## src/design/pvd_pkg.sv

```systemverilog
// Package with shared constants, codes and types of the decimated peak and valley detector.
`default_nettype none

package pvd_pkg;

    // Field widths of the channels.
    localparam int SAMPLE_BITS   = 16;
    localparam int TIME_BITS     = 30;
    localparam int OUT_TIME_BITS = 32;
    localparam int KIND_BITS     = 2;
    localparam int COUNT_BITS    = 16;
    localparam int LEN_BITS      = 8;
    localparam int CFG_IDX_BITS  = 2;
    localparam int CFG_DATA_BITS = 16;

    // Detection window in averages and the default width of the index counters.
    localparam int SEARCH_WINDOW  = 2000;
    localparam int INDEX_BITS_DEF = 24;

    // Block sums: up to 255 samples or time stamps.
    localparam int VSUM_BITS = SAMPLE_BITS + LEN_BITS;
    localparam int TSUM_BITS = TIME_BITS + LEN_BITS;

    // The averaged time is reported times four.
    localparam int TIME_SCALE_SHIFT = 2;

    // Divider step counter holds up to the widest dividend.
    localparam int DIV_STEP_BITS = $clog2(TSUM_BITS + 1);

    // Reset value of the block length register.
    localparam logic [LEN_BITS-1:0] BLOCK_LENGTH_RESET = 8'd16;

    // Result kinds.
    localparam logic [KIND_BITS-1:0] KIND_AVG   = 2'd0;
    localparam logic [KIND_BITS-1:0] KIND_PEAK  = 2'd1;
    localparam logic [KIND_BITS-1:0] KIND_FINAL = 2'd2;

    // Configuration register indexes.
    localparam logic [CFG_IDX_BITS-1:0] REG_BLOCK_LENGTH       = 2'd0;
    localparam logic [CFG_IDX_BITS-1:0] REG_LOWER_PEAK_LIMIT   = 2'd1;
    localparam logic [CFG_IDX_BITS-1:0] REG_UPPER_BOTTOM_LIMIT = 2'd2;

    // Request to the shared divider.
    typedef struct packed {
        logic                     start;
        logic [DIV_STEP_BITS-1:0] steps;
    } t_div_req;

    // Status of the shared divider.
    typedef struct packed {
        logic busy;
        logic done;
    } t_div_stat;

endpackage

`default_nettype wire

```

## src/design/pvd_if.sv

```systemverilog
// Channel interfaces of the detector: sample input, result output and register writes.
`default_nettype none

// Raw sample channel.
interface pvd_in_if;
    logic                                    valid;
    logic                                    ready;
    logic signed [pvd_pkg::SAMPLE_BITS-1:0]  sample;
    logic        [pvd_pkg::TIME_BITS-1:0]    time_stamp;
    logic                                    last_sample;

    modport source (output valid, output sample, output time_stamp, output last_sample,
                    input ready);
    modport sink   (input valid, input sample, input time_stamp, input last_sample,
                    output ready);
endinterface

// Result channel.
interface pvd_out_if;
    logic                                     valid;
    logic                                     ready;
    logic        [pvd_pkg::KIND_BITS-1:0]     kind;
    logic        [pvd_pkg::OUT_TIME_BITS-1:0] time_out;
    logic signed [pvd_pkg::SAMPLE_BITS-1:0]   value;
    logic        [pvd_pkg::COUNT_BITS-1:0]    peak_count;
    logic                                     last;

    modport source (output valid, output kind, output time_out, output value,
                    output peak_count, output last, input ready);
    modport sink   (input valid, input kind, input time_out, input value,
                    input peak_count, input last, output ready);
endinterface

// Register write channel.
interface pvd_cfg_if;
    logic                                valid;
    logic                                ready;
    logic [pvd_pkg::CFG_IDX_BITS-1:0]    index;
    logic [pvd_pkg::CFG_DATA_BITS-1:0]   data;

    modport source (output valid, output index, output data, input ready);
    modport sink   (input valid, input index, input data, output ready);
endinterface

`default_nettype wire

```

## src/design/pvd_div.sv

```systemverilog
// Shared restoring divider that produces one quotient bit per cycle.
`default_nettype none

module pvd_div (
    input  wire logic                             i_clk,
    input  wire logic                             i_rst_n,
    input  wire pvd_pkg::t_div_req                i_req,
    input  wire logic [pvd_pkg::TSUM_BITS-1:0]    i_dividend,
    input  wire logic [pvd_pkg::LEN_BITS-1:0]     i_divisor,
    output pvd_pkg::t_div_stat                    o_stat,
    output logic [pvd_pkg::TSUM_BITS-1:0]         o_quotient
);

    localparam int DW = pvd_pkg::TSUM_BITS;
    localparam int LW = pvd_pkg::LEN_BITS;

    logic                              r_busy;
    logic                              r_done;
    logic [pvd_pkg::DIV_STEP_BITS-1:0] r_steps;
    logic [LW-1:0]                     r_rem;
    logic [LW-1:0]                     r_divisor;
    logic [DW-1:0]                     r_dvd;

    logic [LW:0]   w_shift;
    logic [LW+1:0] w_diff;
    logic          w_fits;

    // Trial subtraction of the divisor from the shifted partial remainder.
    always_comb begin
        w_shift = {r_rem, r_dvd[DW-1]};
        w_diff  = {1'b0, w_shift} - {2'b00, r_divisor};
        w_fits  = ~w_diff[LW+1];
    end

    // Control: busy while steps remain, done pulses once after the last step.
    always_ff @(posedge i_clk) begin
        if (!i_rst_n) begin
            r_busy  <= 1'b0;
            r_done  <= 1'b0;
            r_steps <= '0;
        end else begin
            r_done <= 1'b0;
            if (i_req.start) begin
                r_busy  <= 1'b1;
                r_steps <= i_req.steps;
            end else if (r_busy) begin
                r_steps <= r_steps - 1'b1;
                if (r_steps == pvd_pkg::DIV_STEP_BITS'(1)) begin
                    r_busy <= 1'b0;
                    r_done <= 1'b1;
                end
            end
        end
    end

    // Datapath: quotient bits shift in at the bottom as dividend bits leave the top.
    always_ff @(posedge i_clk) begin
        if (i_req.start) begin
            r_rem     <= '0;
            r_divisor <= i_divisor;
            r_dvd     <= i_dividend;
        end else if (r_busy) begin
            r_rem <= w_fits ? w_diff[LW-1:0] : w_shift[LW-1:0];
            r_dvd <= {r_dvd[DW-2:0], w_fits};
        end
    end

    assign o_stat.busy = r_busy;
    assign o_stat.done = r_done;
    assign o_quotient  = r_dvd;

endmodule

`default_nettype wire

```

## src/design/decimated_peak_valley_detector.sv

```systemverilog
// Top level: block averaging, peak tracking with hysteresis and result sequencing.
//
//  Channel   Dir  Beat contents                                 Handshake
//  i_in      in   sample, time_stamp, last_sample               valid/ready
//  o_out     out  kind, time_out, value, peak_count, last       valid/ready
//  i_cfg     in   index, data (block length, peak/bottom limits) valid/ready, always ready
//
//  A sample that does not close a block is accumulated while idle; unless it ends its record,
//  the next can follow at once. A closing sample goes through the 38-bit time division, then
//  the 24-bit value division in the one-bit-per-cycle shared divider, then an evaluation state
//  and one emit state per result; a last sample adds the final peak state. Reset is
//  synchronous, active low, clears all record state and the limits, and sets block length 16.
//  A stalled output holds the sequencer in its emit state; the output register lets a new
//  sample be taken while the last result of the previous one still waits.
`default_nettype none

module decimated_peak_valley_detector #(
    parameter int INDEX_BITS = pvd_pkg::INDEX_BITS_DEF
) (
    input  wire logic  i_clk,
    input  wire logic  i_rst_n,
    pvd_in_if.sink     i_in,
    pvd_out_if.source  o_out,
    pvd_cfg_if.sink    i_cfg
);

    localparam int VW = pvd_pkg::VSUM_BITS;
    localparam int TW = pvd_pkg::TSUM_BITS;
    localparam int SW = pvd_pkg::SAMPLE_BITS;
    localparam int OW = pvd_pkg::OUT_TIME_BITS;
    localparam int LW = pvd_pkg::LEN_BITS;
    localparam int CW = pvd_pkg::COUNT_BITS;

    typedef enum logic [6:0] {
        S_IDLE      = 7'b0000001,
        S_DIV_T     = 7'b0000010,
        S_DIV_V     = 7'b0000100,
        S_EVAL      = 7'b0001000,
        S_EMIT_AVG  = 7'b0010000,
        S_EMIT_PEAK = 7'b0100000,
        S_FIN       = 7'b1000000
    } t_state;

    t_state r_state;

    // Configuration registers.
    logic        [LW-1:0] r_block_length;
    logic signed [SW-1:0] r_lower_peak_limit;
    logic signed [SW-1:0] r_upper_bottom_limit;

    // Record state.
    logic signed [VW-1:0]         r_value_sum;
    logic        [TW-1:0]         r_time_sum;
    logic        [LW-1:0]         r_block_fill;
    logic signed [VW-1:0]         r_prev_avg0;
    logic signed [VW-1:0]         r_prev_avg1;
    logic        [OW-1:0]         r_prev_time;
    logic        [INDEX_BITS-1:0] r_averages_seen;
    logic signed [VW-1:0]         r_cand_value;
    logic        [OW-1:0]         r_cand_time;
    logic        [INDEX_BITS-1:0] r_cand_index;
    logic                         r_cand_pending;
    logic        [CW-1:0]         r_reported_count;

    // Per-sample working registers.
    logic                 r_fin;
    logic signed [VW-1:0] r_value_hold;
    logic signed [VW-1:0] r_avg;
    logic        [OW-1:0] r_avg_time;
    logic                 r_confirm;
    logic                 r_new_peak;
    logic                 r_final_due;

    // Output register.
    logic                 r_out_valid;
    logic [pvd_pkg::KIND_BITS-1:0] r_out_kind;
    logic [OW-1:0]        r_out_time;
    logic signed [SW-1:0] r_out_value;
    logic [CW-1:0]        r_out_count;
    logic                 r_out_last;

    // Combinational signals.
    logic                 w_in_acc;
    logic signed [VW-1:0] n_value_sum;
    logic        [TW-1:0] n_time_sum;
    logic        [LW-1:0] n_block_fill;
    logic        [LW-1:0] w_len;
    logic                 w_close;
    logic        [VW-1:0] w_value_mag;
    logic signed [VW-1:0] w_quot_v;
    logic [INDEX_BITS-1:0] w_idx_next;
    logic                 w_confirm;
    logic                 w_new_peak;
    logic [CW-1:0]        w_count_inc;
    logic                 w_out_free;
    logic                 w_out_load;
    logic                 w_apply;
    logic                 w_clear;
    logic [pvd_pkg::KIND_BITS-1:0] n_out_kind;
    logic [OW-1:0]        n_out_time;
    logic signed [SW-1:0] n_out_value;
    logic [CW-1:0]        n_out_count;
    logic                 n_out_last;

    pvd_pkg::t_div_req    w_div_req;
    pvd_pkg::t_div_stat   w_div_stat;
    logic [TW-1:0]        w_dividend;
    logic [TW-1:0]        w_quotient;

    // Register writes are always taken.
    assign i_cfg.ready = 1'b1;

    always_ff @(posedge i_clk) begin
        if (!i_rst_n) begin
            r_block_length       <= pvd_pkg::BLOCK_LENGTH_RESET;
            r_lower_peak_limit   <= '0;
            r_upper_bottom_limit <= '0;
        end else if (i_cfg.valid) begin
            unique case (i_cfg.index)
                pvd_pkg::REG_BLOCK_LENGTH:       r_block_length       <= i_cfg.data[LW-1:0];
                pvd_pkg::REG_LOWER_PEAK_LIMIT:   r_lower_peak_limit   <= i_cfg.data;
                pvd_pkg::REG_UPPER_BOTTOM_LIMIT: r_upper_bottom_limit <= i_cfg.data;
                default: ;
            endcase
        end
    end

    // Accumulation of the incoming beat and block close detection.
    assign i_in.ready = (r_state == S_IDLE);
    assign w_in_acc   = i_in.valid & i_in.ready;

    always_comb begin
        n_value_sum  = r_value_sum + VW'(i_in.sample);
        n_time_sum   = r_time_sum + TW'(i_in.time_stamp);
        n_block_fill = r_block_fill + 1'b1;
        w_len        = (r_block_length == '0) ? LW'(1) : r_block_length;
        w_close      = (n_block_fill >= w_len);
    end

    // Divider requests: time sum first, then the magnitude of the value sum.
    always_comb begin
        w_value_mag     = r_value_hold[VW-1] ? VW'(-r_value_hold) : VW'(r_value_hold);
        w_div_req.start = (w_in_acc && w_close) || (r_state == S_DIV_T && w_div_stat.done);
        if (r_state == S_IDLE) begin
            w_div_req.steps = pvd_pkg::DIV_STEP_BITS'(TW);
            w_dividend      = n_time_sum;
        end else begin
            w_div_req.steps = pvd_pkg::DIV_STEP_BITS'(VW);
            w_dividend      = {w_value_mag, {(TW - VW){1'b0}}};
        end
        w_quot_v = w_quotient[VW-1:0];
    end

    pvd_div u_div (
        .i_clk      (i_clk),
        .i_rst_n    (i_rst_n),
        .i_req      (w_div_req),
        .i_dividend (w_dividend),
        .i_divisor  (w_len),
        .o_stat     (w_div_stat),
        .o_quotient (w_quotient)
    );

    // Confirmation and local peak decisions on the newest average.
    always_comb begin
        w_idx_next = (r_cand_pending && r_cand_index != '1) ?
                     r_cand_index + INDEX_BITS'(1) : r_cand_index;
        w_confirm  = r_cand_pending && (r_averages_seen != '0) && (w_idx_next != '0) &&
                     (64'(w_idx_next) < 64'(pvd_pkg::SEARCH_WINDOW)) &&
                     (r_prev_avg0 < r_upper_bottom_limit) && (r_avg > r_prev_avg0);
        w_new_peak = (r_averages_seen >= INDEX_BITS'(2)) && (r_prev_avg0 >= r_prev_avg1) &&
                     (r_prev_avg0 >= r_avg) && (r_prev_avg0 > r_lower_peak_limit);
        w_count_inc = (r_reported_count == '1) ? r_reported_count
                                                : r_reported_count + 1'b1;
    end

    // Result selection and the points where the record state moves on.
    always_comb begin
        w_out_free  = ~r_out_valid | o_out.ready;
        w_out_load  = 1'b0;
        n_out_kind  = pvd_pkg::KIND_AVG;
        n_out_time  = r_avg_time;
        n_out_value = r_avg[SW-1:0];
        n_out_count = r_reported_count;
        n_out_last  = 1'b0;
        unique case (r_state)
            S_EMIT_AVG: begin
                w_out_load = w_out_free;
                n_out_last = ~r_confirm & ~r_final_due;
            end
            S_EMIT_PEAK: begin
                w_out_load  = w_out_free;
                n_out_kind  = pvd_pkg::KIND_PEAK;
                n_out_time  = r_cand_time;
                n_out_value = r_cand_value[SW-1:0];
                n_out_count = w_count_inc;
                n_out_last  = ~r_final_due;
            end
            S_FIN: begin
                w_out_load  = w_out_free & r_cand_pending;
                n_out_kind  = pvd_pkg::KIND_FINAL;
                n_out_time  = r_cand_time;
                n_out_value = r_cand_value[SW-1:0];
                n_out_count = w_count_inc;
                n_out_last  = 1'b1;
            end
            default: ;
        endcase
        w_apply = w_out_free && ((r_state == S_EMIT_AVG && !r_confirm) ||
                                 (r_state == S_EMIT_PEAK));
        w_clear = (r_state == S_FIN) && (!r_cand_pending || w_out_free);
    end

    // Sequencer and record state.
    always_ff @(posedge i_clk) begin
        if (!i_rst_n) begin
            r_state          <= S_IDLE;
            r_value_sum      <= '0;
            r_time_sum       <= '0;
            r_block_fill     <= '0;
            r_prev_avg0      <= '0;
            r_prev_avg1      <= '0;
            r_prev_time      <= '0;
            r_averages_seen  <= '0;
            r_cand_value     <= '0;
            r_cand_time      <= '0;
            r_cand_index     <= '0;
            r_cand_pending   <= 1'b0;
            r_reported_count <= '0;
            r_fin            <= 1'b0;
            r_confirm        <= 1'b0;
            r_new_peak       <= 1'b0;
            r_final_due      <= 1'b0;
        end else begin
            unique case (r_state)
                S_IDLE: begin
                    if (w_in_acc) begin
                        r_fin <= i_in.last_sample;
                        if (w_close) begin
                            r_value_hold <= n_value_sum;
                            r_value_sum  <= '0;
                            r_time_sum   <= '0;
                            r_block_fill <= '0;
                            r_state      <= S_DIV_T;
                        end else begin
                            r_value_sum  <= n_value_sum;
                            r_time_sum   <= n_time_sum;
                            r_block_fill <= n_block_fill;
                            r_state      <= i_in.last_sample ? S_FIN : S_IDLE;
                        end
                    end
                end
                S_DIV_T: begin
                    if (w_div_stat.done) begin
                        r_avg_time <= {w_quotient[OW-pvd_pkg::TIME_SCALE_SHIFT-1:0],
                                       {pvd_pkg::TIME_SCALE_SHIFT{1'b0}}};
                        r_state    <= S_DIV_V;
                    end
                end
                S_DIV_V: begin
                    if (w_div_stat.done) begin
                        r_avg   <= r_value_hold[VW-1] ? -w_quot_v : w_quot_v;
                        r_state <= S_EVAL;
                    end
                end
                S_EVAL: begin
                    r_confirm    <= w_confirm;
                    r_new_peak   <= w_new_peak;
                    r_final_due  <= r_fin && ((r_cand_pending && !w_confirm) || w_new_peak);
                    r_cand_index <= w_idx_next;
                    r_state      <= S_EMIT_AVG;
                end
                S_EMIT_AVG: begin
                    if (w_out_free) begin
                        if (r_confirm) begin
                            r_state <= S_EMIT_PEAK;
                        end else begin
                            r_state <= r_fin ? S_FIN : S_IDLE;
                        end
                    end
                end
                S_EMIT_PEAK: begin
                    if (w_out_free) begin
                        r_reported_count <= w_count_inc;
                        r_cand_pending   <= 1'b0;
                        r_state          <= r_fin ? S_FIN : S_IDLE;
                    end
                end
                S_FIN: begin
                    if (w_clear) begin
                        r_state <= S_IDLE;
                    end
                end
                default: r_state <= S_IDLE;
            endcase

            // The new average enters the history; a new local peak replaces the candidate.
            if (w_apply) begin
                if (r_new_peak) begin
                    r_cand_value   <= r_prev_avg0;
                    r_cand_time    <= r_prev_time;
                    r_cand_index   <= '0;
                    r_cand_pending <= 1'b1;
                end
                r_prev_avg1 <= r_prev_avg0;
                r_prev_avg0 <= r_avg;
                r_prev_time <= r_avg_time;
                if (r_averages_seen != '1) begin
                    r_averages_seen <= r_averages_seen + INDEX_BITS'(1);
                end
            end

            // End of record: drop the partial block and start over.
            if (w_clear) begin
                r_value_sum      <= '0;
                r_time_sum       <= '0;
                r_block_fill     <= '0;
                r_prev_avg0      <= '0;
                r_prev_avg1      <= '0;
                r_prev_time      <= '0;
                r_averages_seen  <= '0;
                r_cand_value     <= '0;
                r_cand_time      <= '0;
                r_cand_index     <= '0;
                r_cand_pending   <= 1'b0;
                r_reported_count <= '0;
            end
        end
    end

    // Output register.
    always_ff @(posedge i_clk) begin
        if (!i_rst_n) begin
            r_out_valid <= 1'b0;
        end else if (w_out_load) begin
            r_out_valid <= 1'b1;
        end else if (o_out.ready) begin
            r_out_valid <= 1'b0;
        end
    end

    always_ff @(posedge i_clk) begin
        if (w_out_load) begin
            r_out_kind  <= n_out_kind;
            r_out_time  <= n_out_time;
            r_out_value <= n_out_value;
            r_out_count <= n_out_count;
            r_out_last  <= n_out_last;
        end
    end

    assign o_out.valid      = r_out_valid;
    assign o_out.kind       = r_out_kind;
    assign o_out.time_out   = r_out_time;
    assign o_out.value      = r_out_value;
    assign o_out.peak_count = r_out_count;
    assign o_out.last       = r_out_last;

    // The divider only finishes while the sequencer waits for it.
    a_div_done_in_wait: assert property (@(posedge i_clk) disable iff (!i_rst_n)
        w_div_stat.done |-> (r_state == S_DIV_T || r_state == S_DIV_V))
        else $error("divider finished outside a division state");

    // A started division keeps the divider busy in the next cycle.
    a_div_start_busy: assert property (@(posedge i_clk) disable iff (!i_rst_n)
        w_div_req.start |=> w_div_stat.busy)
        else $error("divider not busy after start");

    // An open block never holds the maximum fill.
    a_fill_bound: assert property (@(posedge i_clk) disable iff (!i_rst_n)
        r_block_fill != '1)
        else $error("block fill out of range");

    // Every peak beat counts itself.
    a_peak_counted: assert property (@(posedge i_clk) disable iff (!i_rst_n)
        (r_out_valid && r_out_kind != pvd_pkg::KIND_AVG) |-> (r_out_count != '0))
        else $error("peak beat with zero peak count");

endmodule

`default_nettype wire
```

## src/flat_wrapper.sv

```systemverilog
// flat-port wrapper written by rule: the top's interface ports become plain ports
module decimated_peak_valley_detector_flat 
#(
    parameter int INDEX_BITS = pvd_pkg::INDEX_BITS_DEF
)
  (i_clk, i_rst_n, i_in_valid, i_in_sample, i_in_time_stamp, i_in_last_sample, i_in_ready, o_out_valid, o_out_kind, o_out_time_out, o_out_value, o_out_peak_count, o_out_last, o_out_ready, i_cfg_valid, i_cfg_index, i_cfg_data, i_cfg_ready);
  pvd_in_if i_in_i ();
  pvd_out_if o_out_i ();
  pvd_cfg_if i_cfg_i ();
  input  wire logic i_clk;
  input  wire logic i_rst_n;
  input wire logic [$bits(i_in_i.valid)-1:0] i_in_valid;
  input wire logic [$bits(i_in_i.sample)-1:0] i_in_sample;
  input wire logic [$bits(i_in_i.time_stamp)-1:0] i_in_time_stamp;
  input wire logic [$bits(i_in_i.last_sample)-1:0] i_in_last_sample;
  output wire logic [$bits(i_in_i.ready)-1:0] i_in_ready;
  output wire logic [$bits(o_out_i.valid)-1:0] o_out_valid;
  output wire logic [$bits(o_out_i.kind)-1:0] o_out_kind;
  output wire logic [$bits(o_out_i.time_out)-1:0] o_out_time_out;
  output wire logic [$bits(o_out_i.value)-1:0] o_out_value;
  output wire logic [$bits(o_out_i.peak_count)-1:0] o_out_peak_count;
  output wire logic [$bits(o_out_i.last)-1:0] o_out_last;
  input wire logic [$bits(o_out_i.ready)-1:0] o_out_ready;
  input wire logic [$bits(i_cfg_i.valid)-1:0] i_cfg_valid;
  input wire logic [$bits(i_cfg_i.index)-1:0] i_cfg_index;
  input wire logic [$bits(i_cfg_i.data)-1:0] i_cfg_data;
  output wire logic [$bits(i_cfg_i.ready)-1:0] i_cfg_ready;
  assign i_in_i.valid = i_in_valid;
  assign i_in_i.sample = i_in_sample;
  assign i_in_i.time_stamp = i_in_time_stamp;
  assign i_in_i.last_sample = i_in_last_sample;
  assign i_in_ready = i_in_i.ready;
  assign o_out_valid = o_out_i.valid;
  assign o_out_kind = o_out_i.kind;
  assign o_out_time_out = o_out_i.time_out;
  assign o_out_value = o_out_i.value;
  assign o_out_peak_count = o_out_i.peak_count;
  assign o_out_last = o_out_i.last;
  assign o_out_i.ready = o_out_ready;
  assign i_cfg_i.valid = i_cfg_valid;
  assign i_cfg_i.index = i_cfg_index;
  assign i_cfg_i.data = i_cfg_data;
  assign i_cfg_ready = i_cfg_i.ready;
  decimated_peak_valley_detector #(.INDEX_BITS(INDEX_BITS)) u_core (.i_clk(i_clk), .i_rst_n(i_rst_n), .i_in(i_in_i), .o_out(o_out_i), .i_cfg(i_cfg_i));
endmodule
```

## config.mk

```make
export PLATFORM = sky130hd
export DESIGN_NAME = decimated_peak_valley_detector_flat
export DESIGN_NICKNAME = d
export VERILOG_FILES = /design/src/design/pvd_pkg.sv /design/src/design/pvd_if.sv /design/src/design/pvd_div.sv /design/src/design/decimated_peak_valley_detector.sv /design/src/flat_wrapper.sv
export SDC_FILE = /design/constraint.sdc
export NUM_CORES = 1
export LEC_CHECK = 0
export BUFFER_PORTS_ARGS = -buffer_cell sky130_fd_sc_hd__buf_4
export CAP_MARGIN = 20
export CORE_ASPECT_RATIO = 0.5
export CORE_MARGIN = 2
export CORE_UTILIZATION = 65
export DETAILED_ROUTE_END_ITERATION = 8
export MAX_ROUTING_LAYER = met4
export PLACE_DENSITY = 0.84
export SKIP_CTS_REPAIR_TIMING = 1
export SLEW_MARGIN = 0
export SYNTH_ARGS = -nofsm -noshare
export SYNTH_HDL_FRONTEND = slang
export SYNTH_SLANG_ARGS = --single-unit
```

## constraint.sdc

```tcl
create_clock -name i_clk -period 7.8 [get_ports i_clk]
set_input_delay 0.39 -clock i_clk [delete_from_list [all_inputs] [get_ports i_clk]]
set_output_delay 0.39 -clock i_clk [all_outputs]
set_load 0.02 [all_outputs]
```

# Word level (Yosys, flattened, before mapping)

Cells that the tools add are included.

Input bits: 70
Bits in writable memories: 0
Latch bits: 0
Logic and storage cells: 171
Output and inout bits: 70
Memories kept: 0
Register bits: 516
ROM bits: 0

Bitwise logic cells: 10
Shifts and indexed selects: 0
$add $sub $neg: 10
Muxes and demuxes: 45
Reduce and logical (&&, ||, !) cells: 44
Multipliers: 0
$lt $le $gt $ge: 8
Div/mod/pow operators: 0
Equality and inequality tests: 19

Operator list:

| cell                                                         | count |
|---|---|
| two-way mux 24 bit                                           | 7 |
| two-way mux 38 bit                                           | 4 |
| two-way mux 7 bit                                            | 10 |
| one-hot mux 7 bit (7 select lines)                           | 1 |
| adder 24 x 1 -> 24 bit, second input constant                | 2 |
| >= comparator 24 bit                                         | 2 |
| two-way mux 16 bit                                           | 3 |
| inequality test 24 bit, second input constant                | 2 |
| negation 24 bit                                              | 2 |
| nonzero test 24 bit                                          | 2 |
| adder 38 x 30 -> 38 bit                                      | 1 |
| two-way mux 32 bit                                           | 1 |
| adder 24 x 16 -> 24 bit                                      | 1 |
| >= comparator 24 x 2 -> 1 bit, second input constant         | 1 |
| > comparator 24 x 16 -> 1 bit                                | 1 |
| > comparator 24 bit                                          | 1 |
| less-than comparator 24 x 11 -> 1 bit, second input constant | 1 |
| less-than comparator 24 x 16 -> 1 bit                        | 1 |
| two-way mux 8 bit                                            | 3 |
| two-way mux 6 bit                                            | 3 |
| adder 16 x 1 -> 16 bit, second input constant                | 1 |
| equality test 16 bit, second input constant                  | 1 |
| logical AND 1 bit                                            | 16 |
| AND reduction 2 bit                                          | 7 |
| other kinds (33)                                             | 62 |

# Longest topological paths before layout

Gate-level depths: netlist (run 1).

Word-level depth: 12
Depth in mapped cells: 14
Gate-level depth less buffers: 14

# By module

A second synthesis (run 1) with hierarchy kept.

Cell total of the unflattened synthesis: 3044
Area total of the unflattened synthesis: 27264.9 um2

By module, submodules not included:

| module                         | area an instance (um2) | cells an instance | seq. area each (um2) | instances |
|---|---|---|---|---|
| decimated_peak_valley_detector | 24250.8                | 2807              | 10520.1              | 1 |
| pvd_div                        | 3014.1                 | 237               | 1701.6               | 1 |

# Worst setup path after synthesis (run 1)

No wires, ideal clock.

Path type: register to register
Start: reg u_core.r_state[3]
End: reg u_core.r_out_kind, in the netlist u_core.o_out.kind[0], enable pin
Arrival time: 3.994 ns
Path buffers: 0
Cell stages (with the launch flop): 6
Required time: 7.312 ns
Path slack: 3.318 ns
Clock period less this slack: 4.482 ns
Setup time: 0.488 ns
Cells stage by stage: dfxtp_1 > or3_1 > nor3_1 > nor3b_2 > a21oi_1 > nor2_1

Cells in the longest elaborated chain, start to end: 3
Elaborated cells between the ends (all ways): 5
Classes of those cells: eq/ne: 3; mux: 1; reduce/logical: 1

Ends and longest elaborated chain:

| element                                                                      | line                                  | text |
|---|---|---|
| start: declaration                                                           | decimated_peak_valley_detector.sv:44  | `t_state r_state;` |
| start signal: assignment                                                     | decimated_peak_valley_detector.sv:249 | `r_state <= i_in.last_sample ? S_FIN : S_IDLE;` |
| start signal: assignment                                                     | decimated_peak_valley_detector.sv:278 | `r_state <= r_fin ? S_FIN : S_IDLE;` |
| start signal: assignment                                                     | decimated_peak_valley_detector.sv:286 | `r_state <= r_fin ? S_FIN : S_IDLE;` |
| equality test 7 x 6 -> 1 bit or equality test 7 x 5 -> 1 bit (tied branches) | decimated_peak_valley_detector.sv:186 | `unique case (r_state)` |
| OR reduction 2 bit (no line)                                                 | -                                     |  |
| one-hot mux 1 bit (2 select lines) *                                         | decimated_peak_valley_detector.sv:186 |  |
| named net u_core.w_out_load                                                  | decimated_peak_valley_detector.sv:96  | `logic w_out_load;` |
| end signal: assignment                                                       | decimated_peak_valley_detector.sv:344 | `r_out_kind <= n_out_kind;` |
| end: declaration                                                             | decimated_peak_valley_detector.sv:76  | `logic [pvd_pkg::KIND_BITS-1:0] r_out_kind;` |

Mark *: on every way through the listed nets, which the timed path passes. The rest lies on a longest branch.
A chain may end at the register's enable or synchronous reset.

# Worst setup path in the final report (run 1)

Start: reg u_core.r_block_fill[0]
End: reg u_core.u_div.r_dvd[35], in the netlist u_core.u_div.o_quotient[35], enable pin

Cells in the longest elaborated chain, start to end: 5

Ends and longest elaborated chain:

| element                      | line                                  | text |
|---|---|---|
| start: declaration           | decimated_peak_valley_detector.sv:54  | `logic [LW-1:0] r_block_fill;` |
| start signal: assignment     | decimated_peak_valley_detector.sv:248 | `r_block_fill <= n_block_fill;` |
| adder 8 x 1 -> 8 bit         | decimated_peak_valley_detector.sv:135 | `n_block_fill = r_block_fill + 1'b1;` |
| >= comparator 8 bit          | decimated_peak_valley_detector.sv:137 | `w_close = (n_block_fill >= w_len);` |
| logical AND 1 bit            | decimated_peak_valley_detector.sv:143 | `w_div_req.start = (w_in_acc && w_close) \|\| (r_state == S_DIV_T && w_div_stat.done);` |
| logical OR 1 bit             | decimated_peak_valley_detector.sv:143 |  |
| nonzero test 2 bit (no line) | -                                     |  |
| end signal: assignment       | pvd_div.sv:61                         | `r_dvd <= i_dividend;` |
| end signal: assignment       | pvd_div.sv:64                         | `r_dvd <= {r_dvd[DW-2:0], w_fits};` |
| end: declaration             | pvd_div.sv:22                         | `logic [DW-1:0] r_dvd;` |

No other way between the ends.

==> results of run 1 <==
[power by group]
group          switching (mW)  internal (mW)  leakage, nW  total [mW]
combinational           0.755          0.486         6.04        1.24
clock                    1.03           1.28        0.729        2.31
sequential             0.0912           2.92         4.39        3.01
total                    1.88           4.68         11.2        6.56
[registers in the layout, summed over array words and instances, names as in the netlist, 24 cells and up]
| signal | count |
|---|---|
| u_core.o_out.time_out | 30 |
| u_core.r_avg_time | 30 |
| u_core.r_time_sum | 38 |
| u_core.r_prev_avg1 | 24 |
| u_core.u_div.o_quotient | 38 |
| u_core.r_prev_avg0 | 24 |
| u_core.r_cand_time | 30 |
| u_core.r_averages_seen | 24 |
| u_core.r_avg | 24 |
| u_core.r_value_sum | 24 |
| u_core.r_prev_time | 30 |
| u_core.r_cand_index | 24 |
| u_core.r_value_hold | 24 |
[worst max path at each step]
stage | start | cells after the start | endpoint
2_1_floorplan | u_core.r_state[3] | 5 | u_core.o_out.kind[0]
3_3_place_gp | u_core.r_block_fill[0] | 13 | u_core.u_div.o_quotient[12]
3_5_place_dp | u_core.r_block_fill[0] | 13 | u_core.u_div.o_quotient[11]
4_1_cts | u_core.r_block_fill[0] | 13 | u_core.u_div.o_quotient[8]
5_1_grt | u_core.r_block_fill[0] | 13 | u_core.u_div.o_quotient[9]
6_report | u_core.r_block_fill[0] | 13 | u_core.u_div.o_quotient[35]
[area by class of cell]
class	instances	share of cell area [%]
clock buffer	67	4.41
multi-input combinational	2141	45.8
timing repair buffer	159	4.08
inverter	139	1.75
tap	540	2.27
antenna	1	0.00841
clock inverter	17	0.618
sequential	516	41.1
[layout by cell type (no fill, tap or decap), types with 19 or more instances in the layout]
cell type / netlist / routed
a21oi_1: 274 / 274
nor4_1: 21 / 21
or3_1: 21 / 21
o21ai_0: 50 / 50
edfxtp_1: 189 / 189
o21ai_1: 55 / 55
nor3_1: 41 / 40
o22ai_1: 21 / 21
xor2_1: 72 / 72
xnor2_1: 111 / 111
buf_4: 4 / 157
nand4_1: 42 / 42
o31ai_1: 20 / 20
nand3_1: 89 / 89
clkbuf_16: 0 / 47
inv_1: 135 / 135
o211ai_1: 19 / 19
mux2_1: 48 / 48
a211oi_1: 19 / 19
and3_1: 32 / 32
dfxtp_1: 327 / 327
nand2_1: 462 / 460
ha_1: 174 / 174
nor2_1: 204 / 200
a21boi_0: 35 / 35
o21a_1: 20 / 20
nor2b_1: 23 / 23
a21o_1: 43 / 43
a22o_1: 19 / 19
[stage by stage]
stage	hold slack, ns	util (%)	total power [mW]	std cells
floorplan	0.427	-	3.93	2949
global placement	0.413	69.5	4.22	3494
finish	0.0854	73.3	6.56	3580
global route	0.0798	73.3	6.81	3580
detailed placement	0.422	69.5	4.26	3494
CTS	0.0729	73.2	6.54	3578
[worst max-delay path, cell delays in order, from the launching register on]
cell and delay [ns]:
dfxtp_1 0.41, ha_1 0.28, and3_1 0.19, nand3_1 0.09
xnor2_1 0.21, ha_1 0.27, o21a_1 0.17, nor2_1 0.20
a21o_1 0.14, nor2_1 0.06, nor2_1 0.66, inv_2 0.50
or2_1 0.37, buf_4 0.29
[routing by layer]
metal,global-route usage (%),routed length [µm],vias to the layer above
li1,-,-,10600
met4,9.79,1830,0
met1,41.7,28200,10600
met3,4.51,5560,154
met5,-,0,-
met2,51.6,31800,923
[cells by family after synthesis]
family | count (synthesis)
flops | 516
other cells | 2
compound gates | 689
fa+ha+maj | 177
buf+inv | 292
xor+xnor | 183
mux | 62
simple gates | 1027
==> results.cfg, run 1 <==
[outcome]
status = finished clean

[grt]
grt_pass1_wl_mm = 108
antenna_found_initial = 2
grt_pass1_vias = 21300
grt_max_degree = 151
grt_usage_pct = 31.8
overflow = 0

[setup_path]
rr_endpoint = u_core.u_div.o_quotient[35]
r2r_start = u_core.r_block_fill[0]
endpoint_kind = register
crit_type = register to register
reg2reg_depth = 13
reg2reg_slack_ns = 3.62
startpoint_type = register
arrival_ns = 4.44
required_ns = 8.06
cp_max_fo = 38

[finish]
drive_gt1_share_pct = 8.39
design_area_um2 = 29700
multi_input_area_um2 = 13600
fin_nets = 3249
fill_cells = 2945
ff_latch_area_um2 = 12200
syn_to_final_growth_pct = 10.5

[route]
wl_per_cell_um = 18.8
vias = 22300
vias_per_cell = 6.22
drc = 0
first_pass_iters = 6
wirelength_mm = 67.4
drtIter0Drc = 2223
ant_nets = 0

[yosys]
syn-mean-instance-area_um2 = 9.13
synth_mux_area_share_pct = 2.53
synth_top_area_cell = dfxtp_1
yosysMostFrequentCell = nand2_1
ys_ff_latch = 516
synthDominantCellAreaShare_pct = 24.3
yosys.area_share.simple_pct = 17.5
netlist_instances = 2948
syn_area_um2 = 26900
synth_top_family_by_area = simple AND/OR/NAND/NOR gates
netlist_top_cells_count = nand2_1 (462), dfxtp_1 (327), a21oi_1 (274), nor2_1 (204), edfxtp_1 (189)
synth_compound_area_share_pct = 16.1
synth-adder-area-share_pct = 8.31
synth.distinct_cells = 80
synth.area.top_cells = dfxtp_1 (24%), edfxtp_1 (21%), ha_1 (8.1%)
yosysSeqAreaShare_pct = 45.4
synth_edf_count = 189
synth_xor_area_share_pct = 5.96
yosysWarnings = 0
async_flop_share_pct = 0
synthFlopType = dfxtp_1

[timing]
tns_ns = 0
worstMarginPinSlew_ns = 1.04
final-setup-viol-count = 0
fmax_mhz = 239
report.final.slew_viol_count = 0
rsz0062_at_grt = false
setup_ws_ns = 3.62
hold_violations = 0
post-route-min-period_ns = 4.18
maxSlewHeadroom_pct = 30.4
final.setup_skew_ns = 0.0310
period_share_pct = 53.5

[place]
port_buffers = 136
dp_hpwl_mm = 46.0
gp_congestion = 0.912
preCtsSetupSlack_ns = 3.72
place_area_um2 = 28200

[die]
dieArea_um2 = 43100
ios = 140
initial_utilization_pct = 66.3
core_um2 = 40600
rows = 52
dieWidth_um = 292
die_y_um = 148

[clock_network]
cts_root_buf = clkbuf_16
cts_buffer_depth = 3
cts_tree = yes
worstSkewPairLatency_ns = 0.59
htreeDepth = 2
clk_pin_slew_ns = 0.07
cts.sinks = 516
cts_made_buffers = 45

[power]
power_density_nw_per_um2 = 220
leakagePower_nw = 11.2
peakVddDrop_v = 0.000199

[min_path]
holdPathStages = 3
hold_path.startpoint = i_cfg_data[12]
min_to = u_core.r_lower_peak_limit[12]
worstHoldPathType = primary input to register

[run]
drv_cap = 0
(Power assumes the default switching activity.)
==> run 2, diff against run 1 <==
--- a/config.mk
+++ b/config.mk
@@ -5,14 +5,15 @@
 export SDC_FILE = /design/constraint.sdc
 export NUM_CORES = 1
 export LEC_CHECK = 0
+export ABC_AREA = 1
 export BUFFER_PORTS_ARGS = -buffer_cell sky130_fd_sc_hd__buf_4
 export CAP_MARGIN = 20
 export CORE_ASPECT_RATIO = 0.5
 export CORE_MARGIN = 2
-export CORE_UTILIZATION = 65
+export CORE_UTILIZATION = 62
 export DETAILED_ROUTE_END_ITERATION = 8
 export MAX_ROUTING_LAYER = met4
-export PLACE_DENSITY = 0.84
+export PLACE_DENSITY = 0.81
 export SKIP_CTS_REPAIR_TIMING = 1
 export SLEW_MARGIN = 0
 export SYNTH_ARGS = -nofsm -noshare
==> constraint.sdc (replaced) <==
create_clock -name i_clk -period 4.2 [get_ports i_clk]
set_input_delay 0.21 -clock i_clk [delete_from_list [all_inputs] [get_ports i_clk]]
set_output_delay 0.21 -clock i_clk [all_outputs]
set_load 0.02 [all_outputs]
==> run 2 against run 1 <==
  * The run now ends with negative hold slack left
  * Clock skew down 0.0074 ns
  * Worst hold slack worse by 0.14 ns
  * Flip-flop and latch count unchanged
  * Wire length grew 4.3%
  * Core utilization down 3.1 points
  * Count of clock-buffer cells in the layout shrank 3
  * Die area is 6.4% higher
  * Combinational power rose by 110%
  * Sequential share of layout area fell by 1.1 points
  * Critical path depth rose by 1
  * Maximum frequency grew 13%
  * Power up 92%
==> results.cfg, run 2 <==
[outcome]
status = finished, violations left
violations = negative hold slack

[yosys]
async_flop_share_pct = 0
synthFlopType = dfxtp_1
netlist_instances = 3411
netlist_top_cells_count = nand2_1 (546), a21oi_1 (435), inv_1 (398), nor2_1 (348), dfxtp_1 (327)
yosysWarnings = 0
synth.area.top_cells = dfxtp_1 (24%), edfxtp_1 (21%), a21oi_1 (8.0%)
syn-mean-instance-area_um2 = 8.02
synth_top_area_cell = dfxtp_1
synth_edf_count = 189
synthDominantCellAreaShare_pct = 23.9
yosysSeqAreaShare_pct = 44.7
ys_ff_latch = 516
syn_area_um2 = 27400
yosysMostFrequentCell = nand2_1
synth.distinct_cells = 62

[timing]
rsz0062_at_grt = false
final.setup_skew_ns = 0.0236
post-route-min-period_ns = 3.70
fmax_mhz = 270
worstMarginPinSlew_ns = 1.02
period_share_pct = 88.1
final-setup-viol-count = 0
setup_ws_ns = 0.500
maxSlewHeadroom_pct = 31.9
tns_ns = 0
report.final.slew_viol_count = 0
whs_ns = -0.0579
hold_violations = 7

[setup_path]
cp_max_fo = 12
cp_cell_sequence = nand3_1 -> nand3b_1 -> nand3b_1 -> xnor2_1 -> ha_1 -> nand2_1 -> nor2_1 -> nand4_1 -> nand2_1 -> nand3_1 -> nand2_1 -> nor2_1 -> a221oi_1 -> nor2_1
cpPeakStageDelay_ns = 0.60
startpoint_type = register
arrival_ns = 4.15
crit_type = register to register
cp_slowest_cell = nand2_1
required_ns = 4.65
endpoint_kind = register

[power]
power.switching_mw = 3.80
leakagePower_nw = 12.5
combPwrFrac_pct = 20.6
p_clk_share_pct = 34.8
swShare_pct = 30.3
power_density_nw_per_um2 = 411
pwr-share-seq_pct = 44.6
peakVddDrop_v = 0.000329
internal_power_mw = 8.76

[grt]
grt_max_degree = 128
overflow = 0
grt_usage_pct = 30.8
antenna_found_initial = 0
grt_pass1_wl_mm = 113
grt_pass1_vias = 22500

[finish]
drive_gt1_share_pct = 8.29
mostFrequentLayoutCell = nand2_1
syn_to_final_growth_pct = 11.8
layout_common_cells = nand2_1 (544), a21oi_1 (435), inv_1 (397)
fin_nets = 3759
diodes = 0

[die]
dieWidth_um = 301
core_um2 = 43600
die_y_um = 153
rows = 54
ios = 140
dieArea_um2 = 45900
initial_utilization_pct = 62.8

[route]
drc = 0
vias_per_cell = 5.80
drtIter0Drc = 2473
wl_met1_mm = 29.6
wirelength_mm = 70.3
ant_nets = 0
met2WireLength_mm = 32.9
top_layer_used = met4
vias = 24000
dr_wl_met3_mm = 5.71
wl_per_cell_um = 17.0
first_pass_iters = 5

[clock_network]
cts_made_buffers = 46
htreeDepth = 2
worstSkewPairLatency_ns = 0.58
cts_tree = yes
cts.sinks = 516
cts_root_buf = clkbuf_16
clk_pin_slew_ns = 0.07
cts_buffer_depth = 3

[place]
preCtsSetupSlack_ns = 0.561
port_buffers = 136
gp_congestion = 0.960
dp_hpwl_mm = 49.7

[min_path]
worstHoldPathType = primary input to register

[run]
drv_cap = 0
==> run 2: cell count changes after synthesis, sizes merged, moves of 27 or more <==
cell,previous run,this run
a21boi,46,4
a21o,43,10
a21oi,275,436
and3,32,2
clkbuf,131,97
inv,139,405
mux2,48,0
nand2,462,556
nand3,89,116
nor2,204,357
o21ai,105,317
xnor2,111,37
==> run 2: final timing paths <==
check	from	slack (ns)	to	cells after the start
setup / recovery	u_core.r_block_fill[0]	0.50	u_core.u_div.r_steps[2]	14
hold / removal	i_cfg_data[9]	-0.06	u_core.r_upper_bottom_limit[9]	3
setup reg to reg	u_core.r_block_fill[0]	0.50	u_core.u_div.r_steps[2]	14
hold reg to reg	u_core.r_block_length[5]	0.43	u_core.u_div.r_divisor[5]	0
==> run 2: final cells by class <==
class	instances	area [µm²]
repair buffers	180	1460
clock inverters	20	224
multi-input cells	2358	13100
well taps	588	736
clock buffers	64	1300
inverters	410	1540
fillers	3389	13000
flip-flops and latches	516	12200
==> run 2: stage by stage <==
step                instance area [µm²]  power [mW]  std cells  hold slack [ns]  utilization (%)
finish                            30600        12.6       4136          -0.0579             70.2
CTS                               30400        12.5       4120           -0.140             69.8
global route                      30600        13.1       4136        -0.000165             70.2
global placement                  28900        8.16       4036            0.427             66.3
floorplan                         27400        7.49       3412            0.340                -
detailed placement                28900        8.21       4036            0.421             66.3
==> run 2: per-layer routing <==
metal / GRT usage, % / up-vias
met3: 4.72 / 173
li1: - / 11700
met1: 40.4 / 11100
met4: 9.64 / 0
met5: - / -
met2: 49.3 / 992
==> run 2: power groups by stage <==
stage	clock network (mW)	logic [mW]	registers, mW
final	4.37	2.58	5.61
after global placement	0	2.45	5.71
after floorplan	0	1.83	5.67
after detailed placement	0	2.50	5.71
after CTS	4.41	2.52	5.60
after global routing	4.60	2.87	5.63
==> run 2: cell families after synthesis <==
family / count (synthesis) / synth area share (%)
simple gates: 1171 / 18.3
compound gates: 888 / 17.5
buf+inv: 538 / 7.57
flops: 516 / 44.7
fa+ha+maj: 177 / 8.18
xor+xnor: 118 / 3.78
other cells: 2 / 0.0275
mux: 1 / 0.0366
==> run 2: worst max-delay path, delay by kind of cell (launching register included) <==
family | cells | cell delay [ns]
and+or+nand+nor | 11 | 2.44
xor gates and xnor gates | 1 | 0.15
DFF | 1 | 0.41
adders and majority gates | 1 | 0.30
AOI/OAI and AO/OA | 1 | 0.27
